--- src/rtl/lis_pkg.sv ---
// Shared types and constants for the longest increasing subsequence block.
// No dependencies; imported by lis_cell and longest_increasing_subsequence.
package lis_pkg;

   // Width and ceiling of the reported subsequence length.
   localparam int LENGTH_BITS = 9;
   localparam logic [LENGTH_BITS-1:0] LENGTH_MAX = '1;

   // Control part of a beat as it travels down the cell chain.
   typedef struct packed {
      logic valid;   // a beat occupies this slot
      logic active;  // still looking for a free cell
      logic last;    // final element of the sequence
   } lis_ctl_type;

endpackage

--- src/rtl/lis_cell.sv ---
// One cell of the subsequence chain: holds one stored element and its ending length.
// Depends on lis_pkg for the beat control struct.
module lis_cell #(
   parameter int VALUE_BITS = 32,
   parameter int LEN_BITS   = 9
) (
   input  logic                          clock,
   input  logic                          reset,
   input  lis_pkg::lis_ctl_type          ctl_in,
   input  logic signed [VALUE_BITS-1:0]  key_in,
   input  logic [LEN_BITS-1:0]           len_in,
   input  logic [LEN_BITS-1:0]           best_in,
   output lis_pkg::lis_ctl_type          ctl_out,
   output logic signed [VALUE_BITS-1:0]  key_out,
   output logic [LEN_BITS-1:0]           len_out,
   output logic [LEN_BITS-1:0]           best_out
);
   import lis_pkg::*;

   logic                          occupied_ff, occupied_in;
   logic signed [VALUE_BITS-1:0]  value_ff, value_in;
   logic [LEN_BITS-1:0]           length_ff, length_in;
   lis_ctl_type                   ctl_ff, ctl_nx_in;
   logic signed [VALUE_BITS-1:0]  key_ff;
   logic [LEN_BITS-1:0]           len_ff, len_nx_in;
   logic [LEN_BITS-1:0]           best_ff, best_nx_in;
   logic [LEN_BITS-1:0]           grow;

   assign grow = length_ff + LEN_BITS'(1);

   always_comb begin
      occupied_in = occupied_ff;
      value_in    = value_ff;
      length_in   = length_ff;
      ctl_nx_in   = ctl_in;
      len_nx_in   = len_in;
      best_nx_in  = best_in;
      if (ctl_in.valid && ctl_in.active) begin
         if (occupied_ff) begin
            // Extend a subsequence that ends on a smaller stored element.
            if ((value_ff < key_in) && (grow > len_in)) begin
               len_nx_in = grow;
            end
            if (length_ff > best_in) begin
               best_nx_in = length_ff;
            end
         end else begin
            // First free cell: the length is final here.
            ctl_nx_in.active = 1'b0;
            if (!ctl_in.last) begin
               occupied_in = 1'b1;
               value_in    = key_in;
               length_in   = len_in;
            end
         end
      end
      // The closing beat empties every cell it passes for the next sequence.
      if (ctl_in.valid && ctl_in.last) begin
         occupied_in = 1'b0;
      end
   end

   always_ff @(posedge clock) begin
      if (reset) begin
         occupied_ff <= 1'b0;
         ctl_ff      <= '0;
      end else begin
         occupied_ff <= occupied_in;
         ctl_ff      <= ctl_nx_in;
      end
      value_ff  <= value_in;
      length_ff <= length_in;
      key_ff    <= key_in;
      len_ff    <= len_nx_in;
      best_ff   <= best_nx_in;
   end

   assign ctl_out  = ctl_ff;
   assign key_out  = key_ff;
   assign len_out  = len_ff;
   assign best_out = best_ff;

endmodule

--- config.mk ---
export PLATFORM = sky130hd
export DESIGN_NAME = lis_cell
export DESIGN_NICKNAME = d
export VERILOG_FILES = /design/src/rtl/lis_pkg.sv /design/src/rtl/lis_cell.sv
export SDC_FILE = /design/constraint.sdc
export NUM_CORES = 1
export LEC_CHECK = 0
export BUFFER_PORTS_ARGS = -buffer_cell sky130_fd_sc_hd__buf_4
export CAP_MARGIN = 15
export CORE_UTILIZATION = 37
export DETAILED_ROUTE_END_ITERATION = 12
export GPL_ROUTABILITY_DRIVEN = 0
export GPL_TIMING_DRIVEN = 0
export PLACE_DENSITY_LB_ADDON = 0.25
export RECOVER_POWER = 50
export SYNTH_ARGS = -nofsm -noshare
export SYNTH_HDL_FRONTEND = slang
export SYNTH_SLANG_ARGS = --single-unit
export TNS_END_PERCENT = 100
--- constraint.sdc ---
create_clock -name clock -period 4.3 [get_ports clock]
set_input_delay 0.86 -clock clock [delete_from_list [all_inputs] [get_ports clock]]
set_output_delay 0.86 -clock clock [all_outputs]
set_load 0.005 [all_outputs]
======== Yosys cells after proc, flatten, opt, wreduce, memory -nomap -nowiden ========
Cells that the tools add are included.
cells by class
  reductions and logical operators ........ 5
  add/subtract/negate cells ............... 1
  bitwise logic cells ..................... 2
  muxes and demuxes ....................... 10
  magnitude comparators ................... 3
operator list
  kind                                         number
  two-way mux 9 bit                            6
  less-than comparator 32 bit                  1
  greater-than comparator 9 bit                2
  adder 9 x 1 -> 9 bit, second input constant  1
  two-way mux 1 bit                            4
  logical AND 1 bit                            3
  AND reduction 3 bit                          1
  inverter 1 bit                               2
  OR reduction 2 bit                           1
storage, ports and cells
  register bits ........................... 95
  output and inout port bits .............. 53
  logic and storage cells ................. 30

======== Longest topological paths before layout ========
  depth in word-level cells ............... 6
  depth in mapped cells ................... 14

======== Least setup slack after synthesis ========
No wires, ideal clock.
  path kind ............................... input to register
  start point ............................. input port ctl_in[0] (netlist name)
  end point ............................... register length_ff[0] (enable)
  setup slack ............................. 102 ps
  stages on the path ...................... 1
  library setup time ...................... 490 ps
  arrival time ............................ 3708 ps
  required time ........................... 3810 ps
  cells stage by stage .................... nor3_1
on the way
  cells in the longest elaborated chain, start to end .. 2
RTL lines
  what                                  line            RTL
  start: declaration                    lis_cell.sv:9   input lis_pkg::lis_ctl_type ctl_in,
  inverter 1 bit (no source line)       --
  AND reduction 3 bit (no source line)  --
  end signal: assignment                lis_cell.sv:72  length_ff <= length_in;
  end: declaration                      lis_cell.sv:22  logic [LEN_BITS-1:0] length_ff, length_in;
No other way between the ends.
A chain may end at the register's enable or synchronous reset.

======== Worst setup path after layout ========
  start point ............................. register length_ff[0]
  end point ............................... register len_ff[1] (netlist: len_out[1])
on the way
  cells in the longest elaborated chain, start to end .. 6
RTL lines
  what                           line            RTL
  adder 9 x 1 -> 9 bit (*)       lis_cell.sv:29  assign grow = length_ff + LEN_BITS'(1);
  greater-than comparator 9 bit  lis_cell.sv:41  if ((value_ff < key_in) && (grow > len_in)) begin
  logical AND 1 bit              lis_cell.sv:41
  two-way mux 9 bit (*)          lis_cell.sv:41
  two-way mux 9 bit (*)          lis_cell.sv:39  if (occupied_ff) begin
  two-way mux 9 bit (*)          lis_cell.sv:38  if (ctl_in.valid && ctl_in.active) begin
  via len_nx_in[1]               lis_cell.sv:25  logic [LEN_BITS-1:0] len_ff, len_nx_in;
  end signal: assignment         lis_cell.sv:74  len_ff <= len_nx_in;
  end: declaration               lis_cell.sv:25
The timed path passes the listed nets; every way through them passes the cells marked *.

==> flow_summary.yaml <==
run_status:
  run_status: "finished clean"
global_routing:
  gr-usage-all-layers_pct: 15.7
  antenna_found_initial: 0
  largest_net_degree_at_the_start_of_global_routing: 17
  grt_pass1_wl_mm: 15.1
  grt_overflow_total: 0
  grt_pass1_vias: 3192
clocking:
  cts-root-buf: "sky130_fd_sc_hd__clkbuf_16"
  clk_pin_slew_ps: 70
  clock_tree.htree_level_count: 3
  cts_tree: "built"
  tritoncts_num_sinks: 95
  hold_buffers: 0
  cts.path.max_buffers: 2
  postCtsSetupRepairBufs: 0
  total_cts_buffers: 9
  post_cts.resized_instances: 0
  insertion_delay_ps: 340
hold_path:
  hold_path_depth: 2
  min_from: "occupied_ff$_SDFFE_PP0P_"
  whs_endpoint: "occupied_ff$_SDFFE_PP0P_"
  worstHoldPathType: "reg -> reg"
timing:
  slew_headroom_pct: 47.8
  min_period_ps: 3270
  setup_repair_after_global_routing_missed_its_margin: "false"
  timing.clock.skew_ps: 9.42
  hold_viol: 0
  timing.fmax_mhz: 306
  final.period_utilization_pct: 75.9
  final-setup-viol-count: 0
  drv_slew: 0
  tightestPinTransition_ps: 779
floorplanning:
  placeable_core_area_um2: 11500
  start_util_pct: 38.1
  chipWidth_um: 111
  die_area_um2: 12300
  core.rowCount: 39
  die_h_um: 111
  io_pins: 108
yosys:
  post_synthesis_cell_count: 372
  synthDistinctLibCells: 52
  mean_cell_area_of_the_mapped_netlist_um2: 11.8
  async_set_or_reset_register_ratio_after_synthesis_pct: 0
  synth.area.top_cells: "sky130_fd_sc_hd__edfxtp_1 28%, sky130_fd_sc_hd__dfxtp_1 25%, sky130_fd_sc_hd__ha_1 14%"
  dominantRegCellSynth: "sky130_fd_sc_hd__dfxtp_1"
  synth-seq-cells: 95
  yosysTopAreaCellShare_pct: 28.2
  synth-warning-count: 0
  post-synth-top-area-cell: "sky130_fd_sc_hd__edfxtp_1"
  synth_enable_flop_cells: 41
  postSynthNetCount: 477
  synth_sequential_area_ratio_pct: 52.9
  synthesis.area_um2: 4370
worst_setup_path:
  worst-endpoint-required_ps: 4520
  path_delay_family: "compound AO/OA/AOI/OAI gates"
  cp_num_buf_inv: 1
  worst_r2r_endpoint: "len_out[1]$_DFF_P_"
  timing.critical_path.cells: "ha_1, nand2_1, nor2_1, xor2_1, ha_1, a211o_1, o221ai_1, a21oi_1, o31ai_4, buf_4, nor4b_1, a311o_1"
  critical_path.startpoint_type: "register"
  length_in_cells_of_the_worst_reg_to_reg_path: 12
  path_common_cell: "sky130_fd_sc_hd__ha_1"
  crit_path_max_fanout: 10
  worstReg2RegStart: "length_ff[0]$_DFFE_PP_"
  worst-endpoint-arrival_ps: 3490
  worst-path-stages: 12
  r2r_slack_ps: 1030
  timing.setup.critical_path_class: "reg -> reg"
  critical-path-max-stage-delay_ps: 490
  worstSetupEndpointType: "register"
  critPathSlowestCell: "sky130_fd_sc_hd__edfxtp_1"
pwr:
  p_seq_share_pct: 50.6
  combinationalPowerShare_pct: 12.6
  internal_power_mw: 1.50
  clockPowerShare_pct: 36.8
  switching_power_uw: 476
  vdd_ir_drop_max_v: 0.000244
  power.density_cell_area_nw_per_um2: 358
  total_power_mw: 1.97
  leakage_nw: 2.44
  sw_frac_of_total_pct: 24.1
layout:
  most_common_library_cell_in_the_layout_ignoring_fill_and_taps: "sky130_fd_sc_hd__dfxtp_1"
  antenna-diode-count: 0
  most_frequent_cells_in_the_layout: "54 x sky130_fd_sc_hd__dfxtp_1, 50 x sky130_fd_sc_hd__inv_1, 50 x sky130_fd_sc_hd__ha_1"
  synthToLayoutAreaGrowth_pct: 26.0
  nNetsFinal: 598
  finalCoreUtilization_pct: 48.0
  drive_above_1_share_pct: 20.9
detailed_routing:
  dr_wl_met3_um: 663
  met1Wirelength_mm: 4.13
  avgViaCountPerCell: 5.08
  vias: 3254
  route.met2.wl_mm: 4.27
  drt-pass1-iter-count: 4
  drcViolationCount: 0
  post_drt_wl_per_cell_um: 14.5
  drt-total-wl_mm: 9.28
  drtIter0Drc: 135
  route.top_layer_used: "met4"
  drt.antenna.violating_nets: 0
job:
  cap_viol_max_count: 0
placed_design:
  buffer_ports.inserted: 107
  dpl.hpwl_mm: 7.07
[state kept, by name, indices dropped and copies added, names as in the netlist]
| register | count |
|---|---|
| key_out | 32 |
| value_ff | 32 |
| best_out | 9 |
| len_out | 9 |
| length_ff | 9 |
| ctl_out | 3 |
| occupied_ff | 1 |
[area by class of cell]
cell class | count | area, µm²
Buffer | 7 | 41.3
Sequential cell | 95 | 2310
Fill cell | 1084 | 5960
Timing Repair Buffer | 110 | 679
Tap cell | 143 | 179
Clock buffer | 9 | 225
Clock inverter | 7 | 47.5
Multi-Input combinational cell | 220 | 1840
Inverter | 50 | 188
[Yosys cell counts (2+ instances only)]
| library cell | number |
|---|---|
| sky130_fd_sc_hd__a211oi_1 | 2 |
| sky130_fd_sc_hd__o311a_1 | 5 |
| sky130_fd_sc_hd__a211o_1 | 2 |
| sky130_fd_sc_hd__nor2b_1 | 5 |
| sky130_fd_sc_hd__xor2_1 | 5 |
| sky130_fd_sc_hd__o31ai_1 | 3 |
| sky130_fd_sc_hd__clkbuf_1 | 5 |
| sky130_fd_sc_hd__o21a_1 | 2 |
| sky130_fd_sc_hd__edfxtp_1 | 41 |
| sky130_fd_sc_hd__nand3b_1 | 5 |
| sky130_fd_sc_hd__ha_1 | 50 |
| sky130_fd_sc_hd__nand2_1 | 21 |
| sky130_fd_sc_hd__or3_1 | 9 |
| sky130_fd_sc_hd__a311o_1 | 5 |
| sky130_fd_sc_hd__a21o_1 | 3 |
| sky130_fd_sc_hd__o21ai_0 | 5 |
| sky130_fd_sc_hd__o221ai_1 | 2 |
| sky130_fd_sc_hd__and3_1 | 4 |
| sky130_fd_sc_hd__and3b_1 | 3 |
| sky130_fd_sc_hd__a2bb2oi_2 | 2 |
| sky130_fd_sc_hd__mux2_2 | 9 |
| sky130_fd_sc_hd__nand3_1 | 15 |
| sky130_fd_sc_hd__nor2_1 | 7 |
| sky130_fd_sc_hd__dfxtp_1 | 54 |
| sky130_fd_sc_hd__inv_1 | 50 |
| sky130_fd_sc_hd__nand4_1 | 8 |
| sky130_fd_sc_hd__nand2b_1 | 3 |
| sky130_fd_sc_hd__o311ai_1 | 4 |
| sky130_fd_sc_hd__a21oi_1 | 14 |
| sky130_fd_sc_hd__xnor2_1 | 2 |
| sky130_fd_sc_hd__a2bb2oi_1 | 6 |
[per-layer routing]
| layer | global-route usage (%) | up-vias |
|---|---|---|
| met1 | 19.4 | 1509 |
| li1 | - | 1605 |
| met4 | 7.73 | 0 |
| met2 | 24.7 | 124 |
| met3 | 5.03 | 16 |
| met5 | 0 | - |
[power groups by stage]
stage	logic (mW)	registers, mW	clock network [mW]
3_5_place_dp	0.268	1.02	0
3_3_place_gp	0.258	1.02	0
5_1_grt	0.277	1.00	0.789
6_report	0.248	0.999	0.726
4_1_cts	0.269	1.00	0.756
2_1_floorplan	0.129	1.02	0
[worst reg2reg max path, stage by stage, from the launching register on]
cell                       delay [ps]
sky130_fd_sc_hd__edfxtp_1         490
sky130_fd_sc_hd__ha_1             260
sky130_fd_sc_hd__nand2_1           70
sky130_fd_sc_hd__nor2_1           150
sky130_fd_sc_hd__xor2_1           300
sky130_fd_sc_hd__ha_1             320
sky130_fd_sc_hd__a211o_1          280
sky130_fd_sc_hd__o221ai_1         170
sky130_fd_sc_hd__a21oi_1           90
sky130_fd_sc_hd__o31ai_4          320
sky130_fd_sc_hd__buf_4            270
sky130_fd_sc_hd__nor4b_1           70
sky130_fd_sc_hd__a311o_1          350
[logic make-up after synthesis]
group / after synthesis / synth area share (%)
fa+ha+maj: 50 / 14.3
compound gates: 64 / 12.0
flops: 95 / 52.9
buf+inv: 57 / 5.24
mux: 9 / 2.32
xor+xnor: 7 / 1.40
simple gates: 90 / 11.8
[worst max-delay path by stage]
stage	start	end	slack [ps]
finish	length_ff[0]$_DFFE_PP_	len_out[1]$_DFF_P_	1030
global route	length_ff[0]$_DFFE_PP_	len_out[1]$_DFF_P_	820
CTS	length_ff[0]$_DFFE_PP_	len_out[1]$_DFF_P_	1030
detailed placement	length_ff[0]$_DFFE_PP_	len_out[1]$_DFF_P_	1040
global placement	ctl_in[2]	value_ff[21]$_DFFE_PP_	-1620
floorplan	ctl_in[0]	length_ff[0]$_DFFE_PP_	100
[stage by stage]
stage | setup slack [ps] | hold slack (ps) | cell area [µm²] | TNS, ps | cells
floorplan | 102 | 502 | 4370 | 0 | 372
global placement | -1620 | 517 | 5360 | -66130 | 622
detailed placement | 1040 | 535 | 5390 | 0 | 625
CTS | 1030 | 553 | 5670 | 0 | 641
global route | 825 | 590 | 5510 | 0 | 641
finish | 1030 | 554 | 5510 | 0 | 641
Power figures use the tool's default switching activity.
